===== src/design/cleb_pkg.sv =====
// ----------------------------------------------------------------------------
// cleb_pkg: shared types and constants for the console line edit buffer
// Key codes, command classes, the queue entry and the result record.
// ----------------------------------------------------------------------------
package cleb_pkg;

  localparam int DEFAULT_BUF_DEPTH = 128;
  localparam int QUEUE_DEPTH       = 2;

  localparam logic [7:0] KEY_NUL    = 8'h00;
  localparam logic [7:0] KEY_CTRL_D = 8'h04;
  localparam logic [7:0] KEY_MENU   = 8'h07;
  localparam logic [7:0] KEY_CTRL_H = 8'h08;
  localparam logic [7:0] KEY_LF     = 8'h0a;
  localparam logic [7:0] KEY_CR     = 8'h0d;
  localparam logic [7:0] KEY_CTRL_P = 8'h10;
  localparam logic [7:0] KEY_CTRL_U = 8'h15;
  localparam logic [7:0] KEY_DEL    = 8'h7f;
  localparam logic [7:0] KEY_UP_W   = 8'h77;
  localparam logic [7:0] KEY_DOWN_S = 8'h73;

  localparam logic OP_KEY  = 1'b0;
  localparam logic OP_READ = 1'b1;

  typedef enum logic [2:0] {
    CMD_DUMP,
    CMD_KILL,
    CMD_ERASE,
    CMD_TOGGLE,
    CMD_CHAR,
    CMD_READ
  } cmd_kind_t;

  // one classified request waiting for the back end
  typedef struct packed {
    cmd_kind_t  kind;
    logic [7:0] char_code;  // CR already folded to LF
    logic       is_zero;
    logic       is_w;
    logic       is_s;
    logic       is_commit;  // LF or Ctrl-D
    logic       started;
  } cmd_t;

  typedef struct packed {
    logic empty;
    logic full;
  } q_stat_t;

  // first member lands in the highest bits
  typedef struct packed {
    logic [1:0] menu_row;
    logic       menu_active;
    logic       read_empty;
    logic       read_eof;
    logic       read_valid;
    logic [7:0] read_char;
    logic       dump_request;
    logic       wake_reader;
    logic [7:0] erase_count;
    logic       echo_valid;
    logic [7:0] echo_char;
  } res_t;

  localparam int IN_DATA_W  = 16;
  localparam int OUT_DATA_W = 40;

endpackage


===== src/design/cleb_front.sv =====
// ----------------------------------------------------------------------------
// cleb_front: request intake and classification
// Decodes each accepted request into a command class and pushes it.
// ----------------------------------------------------------------------------
module cleb_front
  import cleb_pkg::*;
(
  input  logic                 rst_n,
  input  logic                 in_tvalid,
  output logic                 in_tready,
  input  logic [IN_DATA_W-1:0] in_tdata,  // key_code[7:0], read_started[8]
  input  logic                 in_tuser,  // op
  input  q_stat_t              q_stat,
  output logic                 push,
  output cmd_t                 push_cmd
);

  logic [7:0] key;
  logic [7:0] mapped;

  // queue backpressure and reset only; no local storage
  assign in_tready = rst_n && !q_stat.full;
  assign push      = in_tvalid && in_tready;

  assign key    = in_tdata[7:0];
  assign mapped = (key == KEY_CR) ? KEY_LF : key;

  always_comb begin
    push_cmd           = '0;
    push_cmd.char_code = mapped;
    push_cmd.is_zero   = (key == KEY_NUL);
    push_cmd.is_w      = (key == KEY_UP_W);
    push_cmd.is_s      = (key == KEY_DOWN_S);
    push_cmd.is_commit = (mapped == KEY_LF) || (mapped == KEY_CTRL_D);
    push_cmd.started   = in_tdata[8];
    if (in_tuser == OP_READ) begin
      push_cmd.kind = CMD_READ;
    end else if (key == KEY_CTRL_P) begin
      push_cmd.kind = CMD_DUMP;
    end else if (key == KEY_CTRL_U) begin
      push_cmd.kind = CMD_KILL;
    end else if (key == KEY_CTRL_H || key == KEY_DEL) begin
      push_cmd.kind = CMD_ERASE;
    end else if (key == KEY_MENU) begin
      push_cmd.kind = CMD_TOGGLE;
    end else begin
      push_cmd.kind = CMD_CHAR;
    end
  end

endmodule


===== src/design/cleb_queue.sv =====
// ----------------------------------------------------------------------------
// cleb_queue: short command queue
// Decouples intake from execution so each side stalls on its own.
// ----------------------------------------------------------------------------
module cleb_queue
  import cleb_pkg::*;
(
  input  logic    clk,
  input  logic    rst_n,
  input  logic    push,
  input  cmd_t    push_cmd,
  input  logic    pop,
  output cmd_t    head,
  output q_stat_t q_stat
);

  localparam int PTR_W = (QUEUE_DEPTH > 1) ? $clog2(QUEUE_DEPTH) : 1;
  localparam int CNT_W = $clog2(QUEUE_DEPTH + 1);
  localparam logic [PTR_W-1:0] PTR_LAST = PTR_W'(QUEUE_DEPTH - 1);
  localparam logic [CNT_W-1:0] CNT_FULL = CNT_W'(QUEUE_DEPTH);

  cmd_t             store_r [QUEUE_DEPTH];
  logic [PTR_W-1:0] wr_ptr_r, wr_ptr_nxt;
  logic [PTR_W-1:0] rd_ptr_r, rd_ptr_nxt;
  logic [CNT_W-1:0] count_r, count_nxt;
  logic             do_push, do_pop;

  assign q_stat.empty = (count_r == '0);
  assign q_stat.full  = (count_r == CNT_FULL);
  assign do_push      = push && !q_stat.full;
  assign do_pop       = pop && !q_stat.empty;
  assign head         = store_r[rd_ptr_r];

  always_comb begin
    wr_ptr_nxt = wr_ptr_r;
    rd_ptr_nxt = rd_ptr_r;
    count_nxt  = count_r;
    if (do_push) begin
      wr_ptr_nxt = (wr_ptr_r == PTR_LAST) ? '0 : wr_ptr_r + 1'b1;
    end
    if (do_pop) begin
      rd_ptr_nxt = (rd_ptr_r == PTR_LAST) ? '0 : rd_ptr_r + 1'b1;
    end
    if (do_push && !do_pop) begin
      count_nxt = count_r + 1'b1;
    end else if (do_pop && !do_push) begin
      count_nxt = count_r - 1'b1;
    end
  end

  always_ff @(posedge clk) begin
    if (!rst_n) begin
      wr_ptr_r <= '0;
      rd_ptr_r <= '0;
      count_r  <= '0;
    end else begin
      wr_ptr_r <= wr_ptr_nxt;
      rd_ptr_r <= rd_ptr_nxt;
      count_r  <= count_nxt;
    end
  end

  always_ff @(posedge clk) begin
    if (do_push) begin
      store_r[wr_ptr_r] <= push_cmd;
    end
  end

endmodule


===== src/design/cleb_back.sv =====
// ----------------------------------------------------------------------------
// cleb_back: line buffer execution
// Owns the character ring and its indices, runs the kill-line scan and
// holds the result register.
// ----------------------------------------------------------------------------
module cleb_back
  import cleb_pkg::*;
#(
  parameter int BUF_DEPTH = DEFAULT_BUF_DEPTH
) (
  input  logic    clk,
  input  logic    rst_n,
  input  q_stat_t q_stat,
  input  cmd_t    head,
  output logic    pop,
  output logic    out_valid,
  input  logic    out_ready,
  output res_t    out_res
);

  localparam int SLOT_W = $clog2(BUF_DEPTH);
  localparam int POS_W  = SLOT_W + 1;
  localparam logic [POS_W-1:0] DEPTH_V  = POS_W'(BUF_DEPTH);
  localparam logic [POS_W-1:0] POS_LAST = POS_W'(2 * BUF_DEPTH - 1);
  localparam logic [POS_W:0]   POS_MOD  = (POS_W + 1)'(2 * BUF_DEPTH);

  typedef enum logic [1:0] {
    ST_IDLE,
    ST_READ,
    ST_KILL
  } state_t;

  function automatic logic [POS_W-1:0] pos_inc(input logic [POS_W-1:0] x);
    return (x == POS_LAST) ? '0 : x + 1'b1;
  endfunction

  function automatic logic [POS_W-1:0] pos_dec(input logic [POS_W-1:0] x);
    return (x == '0) ? POS_LAST : x - 1'b1;
  endfunction

  function automatic logic [POS_W-1:0] pos_dist(input logic [POS_W-1:0] a,
                                                input logic [POS_W-1:0] b);
    logic [POS_W:0] t;
    if (a >= b) begin
      t = {1'b0, a} - {1'b0, b};
    end else begin
      t = {1'b0, a} + POS_MOD - {1'b0, b};
    end
    return t[POS_W-1:0];
  endfunction

  function automatic logic [SLOT_W-1:0] slot(input logic [POS_W-1:0] x);
    logic [POS_W-1:0] s;
    s = (x >= DEPTH_V) ? x - DEPTH_V : x;
    return s[SLOT_W-1:0];
  endfunction

  logic [7:0]       ring_r [BUF_DEPTH];
  logic [7:0]       rd_data_r;

  state_t           state_r, state_nxt;
  logic [POS_W-1:0] read_idx_r, read_idx_nxt;
  logic [POS_W-1:0] commit_idx_r, commit_idx_nxt;
  logic [POS_W-1:0] edit_idx_r, edit_idx_nxt;
  logic             menu_r, menu_nxt;
  logic [1:0]       sel_r, sel_nxt;
  logic             started_r, started_nxt;
  logic [7:0]       erase_r, erase_nxt;
  logic             out_valid_r, out_valid_nxt;
  res_t             res_r, res_nxt;

  logic              can_out;
  logic              we;
  logic [SLOT_W-1:0] wa;
  logic [7:0]        wd;
  logic [SLOT_W-1:0] ra;
  logic [POS_W-1:0]  edit_dec;
  logic [POS_W-1:0]  edit_inc;
  logic [7:0]        erase_sat;

  assign can_out   = !out_valid_r || out_ready;
  assign out_valid = out_valid_r;
  assign out_res   = res_r;
  assign edit_dec  = pos_dec(edit_idx_r);
  assign edit_inc  = pos_inc(edit_idx_r);
  assign erase_sat = (erase_r == 8'hff) ? erase_r : erase_r + 1'b1;

  always_comb begin
    state_nxt      = state_r;
    read_idx_nxt   = read_idx_r;
    commit_idx_nxt = commit_idx_r;
    edit_idx_nxt   = edit_idx_r;
    menu_nxt       = menu_r;
    sel_nxt        = sel_r;
    started_nxt    = started_r;
    erase_nxt      = erase_r;
    out_valid_nxt  = out_valid_r && !out_ready;
    res_nxt        = res_r;
    pop            = 1'b0;
    we             = 1'b0;
    wa             = slot(edit_idx_r);
    wd             = head.char_code;
    ra             = slot(read_idx_r);

    case (state_r)
      ST_IDLE: begin
        if (!q_stat.empty && can_out) begin
          pop                 = 1'b1;
          res_nxt             = '0;
          res_nxt.menu_active = menu_r;
          res_nxt.menu_row    = sel_r;
          out_valid_nxt       = 1'b1;
          case (head.kind)
            CMD_DUMP: begin
              res_nxt.dump_request = 1'b1;
            end
            CMD_KILL: begin
              if (edit_idx_r != commit_idx_r) begin
                // scan back; result is issued when the scan stops
                ra            = slot(edit_dec);
                erase_nxt     = '0;
                out_valid_nxt = 1'b0;
                state_nxt     = ST_KILL;
              end
            end
            CMD_ERASE: begin
              if (edit_idx_r != commit_idx_r) begin
                edit_idx_nxt        = edit_dec;
                res_nxt.erase_count = menu_r ? 8'd0 : 8'd1;
              end
            end
            CMD_TOGGLE: begin
              menu_nxt            = !menu_r;
              res_nxt.menu_active = !menu_r;
            end
            CMD_CHAR: begin
              if (menu_r) begin
                if (head.is_w) begin
                  sel_nxt = sel_r - 2'd1;
                end else if (head.is_s) begin
                  sel_nxt = sel_r + 2'd1;
                end
                res_nxt.menu_row = sel_nxt;
              end else if (!head.is_zero &&
                           pos_dist(edit_idx_r, read_idx_r) < DEPTH_V) begin
                we                 = 1'b1;
                edit_idx_nxt       = edit_inc;
                res_nxt.echo_char  = head.char_code;
                res_nxt.echo_valid = 1'b1;
                if (head.is_commit || pos_dist(edit_inc, read_idx_r) == DEPTH_V) begin
                  commit_idx_nxt      = edit_inc;
                  res_nxt.wake_reader = 1'b1;
                end
              end
            end
            CMD_READ: begin
              if (read_idx_r == commit_idx_r) begin
                res_nxt.read_empty = 1'b1;
              end else begin
                ra            = slot(read_idx_r);
                started_nxt   = head.started;
                out_valid_nxt = 1'b0;
                state_nxt     = ST_READ;
              end
            end
            default: begin
            end
          endcase
        end
      end

      ST_READ: begin
        res_nxt             = '0;
        res_nxt.menu_active = menu_r;
        res_nxt.menu_row    = sel_r;
        out_valid_nxt       = 1'b1;
        state_nxt           = ST_IDLE;
        if (rd_data_r == KEY_CTRL_D) begin
          res_nxt.read_eof = 1'b1;
          if (!started_r) begin
            read_idx_nxt = pos_inc(read_idx_r);
          end
        end else begin
          read_idx_nxt       = pos_inc(read_idx_r);
          res_nxt.read_char  = rd_data_r;
          res_nxt.read_valid = 1'b1;
        end
      end

      ST_KILL: begin
        res_nxt             = '0;
        res_nxt.menu_active = menu_r;
        res_nxt.menu_row    = sel_r;
        if (rd_data_r != KEY_LF) begin
          edit_idx_nxt = edit_dec;
          erase_nxt    = erase_sat;
          if (edit_dec == commit_idx_r) begin
            res_nxt.erase_count = menu_r ? 8'd0 : erase_sat;
            out_valid_nxt       = 1'b1;
            state_nxt           = ST_IDLE;
          end else begin
            ra = slot(pos_dec(edit_dec));
          end
        end else begin
          res_nxt.erase_count = menu_r ? 8'd0 : erase_r;
          out_valid_nxt       = 1'b1;
          state_nxt           = ST_IDLE;
        end
      end

      default: begin
        state_nxt = ST_IDLE;
      end
    endcase
  end

  always_ff @(posedge clk) begin
    if (!rst_n) begin
      state_r      <= ST_IDLE;
      read_idx_r   <= '0;
      commit_idx_r <= '0;
      edit_idx_r   <= '0;
      menu_r       <= 1'b0;
      sel_r        <= 2'd0;
      out_valid_r  <= 1'b0;
    end else begin
      state_r      <= state_nxt;
      read_idx_r   <= read_idx_nxt;
      commit_idx_r <= commit_idx_nxt;
      edit_idx_r   <= edit_idx_nxt;
      menu_r       <= menu_nxt;
      sel_r        <= sel_nxt;
      out_valid_r  <= out_valid_nxt;
    end
  end

  // payload: no reset needed
  always_ff @(posedge clk) begin
    started_r <= started_nxt;
    erase_r   <= erase_nxt;
    res_r     <= res_nxt;
  end

  // ring: one write port, one registered read port
  always_ff @(posedge clk) begin
    if (we) begin
      ring_r[wa] <= wd;
    end
    rd_data_r <= ring_r[ra];
  end

endmodule


===== src/design/console_line_edit_buffer_unit.sv =====
// ----------------------------------------------------------------------------
// console_line_edit_buffer_unit: keyboard line-editing ring buffer
// Stream wrapper around the intake, command queue and execution back end.
// ----------------------------------------------------------------------------
// Usage:
//   in_*  : one request per handshake. in_tuser = 0 is a key arrival
//           (in_tdata[7:0] key code), 1 is a reader pop (in_tdata[8] says
//           the read call already took characters).
//   out_* : exactly one result per request, in request order.
// Flow: a request is written into the queue on its accept edge; the back end
//   pops it from the queue head and registers the result. A reader pop that
//   finds data adds the registered ring read (ST_READ) before its result.
//   Ctrl-U scans back one entry per cycle and stops at the commit point or
//   at an LF. Throughput: one request per cycle for keys while out_tready is
//   high; a reader pop or a Ctrl-U scan holds the back end until its result
//   is issued, bounded by the single ring read port and the back-end sequencer.
// Reset: rst_n low for one clock empties the ring indices, clears menu
//   mode and the queue; no clearing pass over the ring is needed.
// Stall: a held result keeps the back end waiting; the two-entry queue
//   keeps taking requests until it fills, then in_tready drops.
// ----------------------------------------------------------------------------
module console_line_edit_buffer_unit
  import cleb_pkg::*;
#(
  parameter int BUF_DEPTH = DEFAULT_BUF_DEPTH
) (
  input  logic                  clk,
  input  logic                  rst_n,
  input  logic                  in_tvalid,
  output logic                  in_tready,
  input  logic [IN_DATA_W-1:0]  in_tdata,   // key_code[7:0], read_started[8], zero pad
  input  logic                  in_tuser,   // op
  output logic                  out_tvalid,
  input  logic                  out_tready,
  // echo_char[7:0], echo_valid[8], erase_count[16:9], wake_reader[17],
  // dump_request[18], read_char[26:19], read_valid[27], read_eof[28],
  // read_empty[29], menu_active[30], menu_row[32:31], zero pad
  output logic [OUT_DATA_W-1:0] out_tdata
);

  localparam int PAD_W = OUT_DATA_W - $bits(res_t);

  q_stat_t q_stat;
  logic    push;
  cmd_t    push_cmd;
  cmd_t    head;
  logic    pop;
  res_t    res;

  // front: handshake and key decode
  cleb_front u_front (
    .rst_n    (rst_n),
    .in_tvalid(in_tvalid),
    .in_tready(in_tready),
    .in_tdata (in_tdata),
    .in_tuser (in_tuser),
    .q_stat   (q_stat),
    .push     (push),
    .push_cmd (push_cmd)
  );

  // queue between the two halves
  cleb_queue u_queue (
    .clk     (clk),
    .rst_n   (rst_n),
    .push    (push),
    .push_cmd(push_cmd),
    .pop     (pop),
    .head    (head),
    .q_stat  (q_stat)
  );

  // back: ring, indices, kill scan, result register
  cleb_back #(
    .BUF_DEPTH(BUF_DEPTH)
  ) u_back (
    .clk      (clk),
    .rst_n    (rst_n),
    .q_stat   (q_stat),
    .head     (head),
    .pop      (pop),
    .out_valid(out_tvalid),
    .out_ready(out_tready),
    .out_res  (res)
  );

  assign out_tdata = {{PAD_W{1'b0}}, res};

`ifndef SYNTHESIS
  // a result comes from one request class only
  a_one_class: assert property (@(posedge clk) disable iff (!rst_n)
    out_tvalid |-> $onehot0({out_tdata[8], out_tdata[27], out_tdata[28], out_tdata[29]}))
    else $error("result mixes key and read outcomes");

  // a commit only happens on a stored, echoed key
  a_wake_echo: assert property (@(posedge clk) disable iff (!rst_n)
    (out_tvalid && out_tdata[17]) |-> out_tdata[8])
    else $error("wake without stored key");

  // menu mode suppresses echo and erase reporting
  a_menu_quiet: assert property (@(posedge clk) disable iff (!rst_n)
    (out_tvalid && out_tdata[30]) |-> (!out_tdata[8] && out_tdata[16:9] == 8'd0))
    else $error("echo or erase reported in menu mode");

  // queue is empty right after reset, so intake must be open
  a_ready_after_reset: assert property (@(posedge clk)
    (rst_n && !$past(rst_n)) |-> in_tready)
    else $error("intake closed after reset");
`endif

endmodule

===== config.mk =====
export PLATFORM = sky130hd
export DESIGN_NAME = console_line_edit_buffer_unit
export DESIGN_NICKNAME = d
export VERILOG_FILES = /design/src/design/cleb_pkg.sv /design/src/design/cleb_front.sv /design/src/design/cleb_queue.sv /design/src/design/cleb_back.sv /design/src/design/console_line_edit_buffer_unit.sv
export SDC_FILE = /design/constraint.sdc
export NUM_CORES = 2
export LEC_CHECK = 0
export ABC_AREA = 1
export BUFFER_PORTS_ARGS = -buffer_cell sky130_fd_sc_hd__clkbuf_2
export CORE_UTILIZATION = 50
export CTS_BUF_LIST = sky130_fd_sc_hd__clkbuf_4 sky130_fd_sc_hd__clkbuf_8 sky130_fd_sc_hd__clkbuf_16
export DETAILED_ROUTE_END_ITERATION = 8
export GPL_TIMING_DRIVEN = 1
export PLACE_DENSITY_LB_ADDON = 0.1
export SYNTH_ARGS = -nofsm -noshare
export SYNTH_HDL_FRONTEND = slang
export SYNTH_HIERARCHICAL = 1
export SYNTH_SLANG_ARGS = --single-unit

===== constraint.sdc =====
create_clock -name clk -period 3.3 [get_ports clk]
set_input_delay 0.66 -clock clk [delete_from_list [all_inputs] [get_ports clk]]
set_output_delay 0.66 -clock clk [all_outputs]
set_load 0.01 [all_outputs]

After elaboration in Yosys (flattened, before gate mapping)
Memories as Yosys holds them, arrays and structs flattened. A register that Yosys moved wholly into a read port is not among the register bits.
Index checks and enable logic that the tools add are counted.
W data, S select, Z words.

word-level totals
  flip-flop bits (word level) = 76
  RAM bits = 1056
  input port bits = 21
  output and inout bits = 42
  logic and storage cells = 235
  memories kept = 2

memories
  memory           depth  bits a word  read ports  clocked after Yosys merged registers in  write ports  RTL line          text
  u_back.ring_r    128    8            1           1                                        1            cleb_back.sv:58   logic [7:0] ring_r [BUF_DEPTH];
  u_queue.store_r  2      16           1           1                                        1            cleb_queue.sv:22  cmd_t store_r [QUEUE_DEPTH];

cells by class
  $add $sub $neg = 21
  $lt $le $gt $ge = 7
  equal/unequal tests = 40
  mux-type cells = 102
  bitwise gates (word level) = 2
  reduce and logical (&&, ||, !) cells = 38

operator list
  kind                   number
  $mux W8                34
  $pmux W33 S3           1
  $mux W7                9
  $pmux W8 S2            3
  $add A8 B1 Y8 const B  5
  $mux W9                4
  $mux W33               1
  $eq A8 B8 Y1 const B   4
  $ge A8 B8 Y1 const B   4
  $sub A8 B8 Y8          4
  $mux W1                29
  $sub A7 B1 Y7 const B  4
  $eq A8 B3 Y1 const B   3
  $eq A8 B4 Y1 const B   3
  $eq A8 B7 Y1 const B   3
  $logic_not A8 Y1       3
  $mux W2                11
  $eq A8 B5 Y1 const B   2
  $eq A8 B8 Y1           2
  $ge A8 B8 Y1           2
  $sub A8 B1 Y8 const B  2
  $mux W3                5
  $ne A3 B3 Y1 const B   5
  $pmux W7 S2            1
  other kinds (30)       66

Longest topological paths before layout
  depth after elaboration = 22
  mapped depth = 32
  depth with buffers taken out = 29

Hierarchy
Netlist, hierarchy kept.

by module, submodules not included
  module                         instances  cells each  area each (µm²)  sequential area each (µm²)
  cleb_back                      1          4852        50494.7          32771.4
  cleb_queue                     1          88          1455.1           1061.0
  cleb_front                     1          61          289.0            0.0
  console_line_edit_buffer_unit  1          8           56.3             0.0

Worst setup path before layout
OpenSTA, ideal clock, no wires.

  path type = reg2reg
  start point = reg u_back.edit_idx_r[4]
  end point = reg u_back.commit_idx_r[2]
  setup time = 0.086 ns
  arrival = 3.301 ns
  data required time = 3.214 ns
  slack = -0.087 ns
  cell stages (with the launch flop) = 23
  path buffers = 2
  clock period less this slack = 3.387 ns
  cell sequence = dfxtp_1 -> buf_2 -> nand2_1 -> nor2_1 -> clkinv_1 -> nor2_1 -> inv_1 -> nor2_1 -> inv_1 -> nand3_1 -> inv_1 -> ha_1 -> nand2_1 -> o21ai_0 -> a21oi_1 -> o21ai_0 -> xor2_1 -> nor4_1 -> a31o_2 -> nand2_1 -> clkbuf_1 -> nor2_1 -> a211oi_1

between the ends
  word-level cells in the longest chain between the ends = 13
  elaborated cells between the ends (all ways) = 27
  classes of those cells = add/sub (7); order compare (3); eq/ne (2); mux (12); reduce/logical (3)

ends and longest elaborated chain
  element                          RTL line          text
  start, declared                  cleb_back.sv:64   logic [POS_W-1:0] edit_idx_r, edit_idx_nxt;
  start signal, assigned           cleb_back.sv:230  edit_idx_r <= edit_idx_nxt;
  $eq A8 B8 Y1 (*)                 cleb_back.sv:34   return (x == POS_LAST) ? '0 : x + 1'b1;
  $mux W8 (*)                      cleb_back.sv:34
  via u_back.edit_inc[3]           cleb_back.sv:78   logic [POS_W-1:0] edit_inc;
  $add A8 B1 Y8                    cleb_back.sv:47   t = {1'b0, a} + POS_MOD - {1'b0, b};
  $sub A8 B8 Y8                    cleb_back.sv:47
  $mux W8 (*)                      cleb_back.sv:44   if (a >= b) begin
  $mux W8 (*)                      cleb_back.sv:144  end else if (!head.is_zero &&
  $mux W8 (*)                      cleb_back.sv:137  if (menu_r) begin
  $mux W8 (*)                      cleb_back.sv:113  case (head.kind)
  $mux W8 (*)                      cleb_back.sv:107  if (!q_stat.empty && can_out) begin
  $mux W8 (*)                      cleb_back.sv:105  case (state_r)
  $eq A8 B8 Y1 (*)                 cleb_back.sv:150  if (head.is_commit || pos_dist(edit_inc, read_idx_r) == DEPTH_V) begin
  $logic_or A1 B1 Y1 (*)           cleb_back.sv:150
  $reduce_and A6 Y1 (no line) (*)  n/a
  end signal, assigned             cleb_back.sv:229  commit_idx_r <= commit_idx_nxt;
  end, declared                    cleb_back.sv:63   logic [POS_W-1:0] commit_idx_r, commit_idx_nxt;

Mark *: on every way through the listed nets, which the timed path passes. The rest lies on a longest branch. The select of a mux whose other input is x is not followed.
A chain may end at the register's enable or synchronous reset.

Worst setup path after layout
  start point = reg u_back.edit_idx_r[1]
  end point = reg u_back.rd_data_r[2] (read register of u_back.ring_r)

between the ends
  word-level cells in the longest chain between the ends = 9
  elaborated cells between the ends (all ways) = 20
  classes of those cells = add/sub (4); order compare (2); eq/ne (2); mux (10); reduce/logical (2)

ends and longest elaborated chain
  element                                                   RTL line          text
  $sub A8 B1 Y8 / $logic_not A8 Y1 (equally long branches)  cleb_back.sv:38   return (x == '0) ? POS_LAST : x - 1'b1;
  $mux W8                                                   cleb_back.sv:38
  $sub A8 B1 Y8 / $logic_not A8 Y1 (equally long branches)  cleb_back.sv:38
  $mux W8                                                   cleb_back.sv:38
  $sub A7 B1 Y7 / $ge A8 B8 Y1 (equally long branches)      cleb_back.sv:54   s = (x >= DEPTH_V) ? x - DEPTH_V : x;
  $mux W7                                                   cleb_back.sv:54
  $mux W7                                                   cleb_back.sv:197  if (edit_dec == commit_idx_r) begin
  $mux W7                                                   cleb_back.sv:194  if (rd_data_r != KEY_LF) begin
  $pmux W7 S2 (*)                                           cleb_back.sv:105
  end, declared                                             cleb_back.sv:59   logic [7:0] rd_data_r;

Every way passes the cells marked *; elsewhere a longest branch is shown, timed or not.

==> out/metrics.yaml <==
grt_max_degree: 130
gp_congestion: 0.932
slew_viol_final: 0
cts_tree: "built"
synth_area_per_cell_um2: 10.4
fmax_ghz: 0.289
grt-ovfl-total: 0
hold_path.class: "input pin to register"
finalSetupViolations: 8
drtAntennaViolNets: 0
finalHoldViolations: 0
wirelength_um: 162000
ys.warnings.count: 6
final_common_cell: "edfxtp_1"
status: "complete, but fails checks"
final_cells: 6986
synth_top_area_share: 0.630
die_h_um: 325
min_period_over_period: 1.05
synth_edf_count: 1098
yosys-top-cells-area: "edfxtp_1 (63%), nand3_1 (9.8%), nand2_1 (6.9%), inv_1 (5.1%), nand3b_1 (4.6%)"
synth_cell_types: 54
cts_buffers: 119
core-area_mm2: 0.104
wl_per_cell_um: 23.2
period_needed_ps: 3470
final_cell_mix: "edfxtp_1 (1098), nand2_1 (941), nand3_1 (871)"
diodes: 0
numPlacedInstances: 6678
async_flop_share: 0
hpwl_um: 95600
grt_setup_unrepaired: "true"
start_util: 0.505
synth_seq_cells: 1141
path_clk_slew_ps: 60
synthFlopType: "edfxtp_1"
clock_latency_ps: 730
first_global_vias: 37100
crit_path_end_kind: "register"
syn_area_mm2: 0.0523
hold_buffers: 0
design_area_mm2: 0.0652
drive_above_1_share: 0.211
cp.arrival_ps: 4140
grt_pass1_wl_um: 236000
num-fill-cells: 8299
area_growth_pct: 24.6
worst_slack_ps: -165
antenna_found_initial: 3
die_x_um: 325
start_kind: "register"
root_buffer: "clkbuf_16"
worst-setup-path-type: "register to register"
violations: "negative setup slack"
die_area_mm2: 0.106
first_iter_violations: 4618
drc_errors: 0
htreeDepth: 3
place_ws_ps: -479
syn_inst: 5009
avgViaCountPerCell: 5.58
synth_area_leader_cell: "edfxtp_1"
num_rows: 118
cts_buffer_depth: 3
skew_ps: 30.6
grt_usage: 0.298
seq_area_frac_synth: 0.647
drv_cap: 0
nNetsFinal: 5552
relSlewSlack: 0.264
post_dp_cell_area_mm2: 0.0580
pin_count: 63
cp.required_ps: 3970
clock-sinks: 1141
dr.pass1.iters: 8
tightestPinTransition_ps: 1100
portBuffers: 48
vias: 39000
cp_max_fo: 8
==> cell families (layout without fill, tap and decap cells) <==
kind of cell	count (synthesis)	in the layout	synth area share
AO/OA/AOI/OAI	151	151	0.0169
XOR/XNOR	22	22	0.00368
adder cells (fa/ha/maj)	26	26	0.00636
buffers and inverters	1025	1615	0.0808
flip-flops	1141	1141	0.647
multiplexers	18	18	0.00455
other	1	7	0.0000717
AND/OR/NAND/NOR	2625	2626	0.241
==> through the flow <==
stage          TNS (ps)  utilization  hold WS (ps)
2_1_floorplan         0            -           467
3_3_place_gp    -215100        0.560           475
3_5_place_dp    -197730        0.560           495
4_1_cts           -1550        0.615           109
5_1_grt           -3150        0.629           118
6_report           -931        0.629           146
==> layout make-up <==
type / count / area (µm²) / share of cell area
Timing Repair Buffer: 663 / 7110 / 0.109
Multi-Input combinational cell: 2850 / 15800 / 0.243
Tap cell: 1380 / 1730 / 0.0265
Clock buffer: 139 / 3130 / 0.0481
Sequential cell: 1141 / 33900 / 0.520
Clock inverter: 83 / 754 / 0.0116
Inverter: 730 / 2770 / 0.0425
==> layer usage <==
metal | global-route usage | part of all wire
met2 | 0.475 | 0.47
met1 | 0.417 | 0.41
met5 | 0 | 0.000056
met4 | 0.114 | 0.041
met3 | 0.0413 | 0.079
==> sequential cells by signal, indices dropped and copies added (netlist names), 2 cells and up, named ones only <==
signal,flops
u_back/out_res,33
u_queue/count_r,2
u_back/erase_r,8
u_back/state_r,2
u_back/commit_idx_r,8
u_back/sel_r,2
u_back/ring_r,1024
u_back/read_idx_r,8
u_back/edit_idx_r,8
u_queue/store_r,32
u_back/rd_data_r,8
==> worst max-delay path, stage by stage, from the launching register on <==
cell       delay, ps
dfxtp_4          360
inv_4             80
ha_1             180
nand2_2           90
nor2_2           190
nand2_1          110
nand4_1          120
nand2_1          100
nor2_4           150
nand3_4          120
nand2_4          110
nand2_4           60
nand3_4           80
nand2_8           90
buf_12           150
buf_8            140
buf_12           150
buf_6            120
clkbuf_16        150
nand3b_1          80
nand3_1          120
nand3_2          100
nand3_2          130
nand3_1          110
nand3_1          120
nand2_1           80
nand2_1           50
nand2_1           50
==> worst paths after layout <==
| path | startpoint | cells past startpoint | endpoint | slack, ps |
|---|---|---|---|---|
| setup reg to reg | u_back/edit_idx_r[1] | 27 | u_back/rd_data_r[2] | -170 |
| hold / removal | in_tdata[8] | 1 | u_queue/store_r[1][0] | 150 |
| hold reg to reg | u_queue/rd_ptr_r | 2 | register | 500 |
| setup / recovery | u_back/edit_idx_r[1] | 27 | u_back/rd_data_r[2] | -170 |
==> cell usage after synthesis, types with 24 or more instances <==
cell,n
a21oi_1,54
clkbuf_1,71
nand3b_1,320
nand3_1,1028
buf_2,187
buf_4,24
o21ai_0,45
edfxtp_1,1098
inv_1,707
ha_1,25
dfxtp_1,43
nor3_1,29
nand2_1,956
nor2_1,236
==> repair_timing <==
| item | 4_1_cts | 5_1_grt |
|---|---|---|
| buffers inserted | 34 | 22 |
| pin swaps | 25 | 52 |
| endpoints found under the setup margin | 1033 | 614 |
| gates resized for setup | 191 | 249 |
| gates cloned | 22 | 12 |
Power is left out: the tool's default activity adds up to more than one toggle a clock period on the data nets, which glitch-free logic cannot reach.
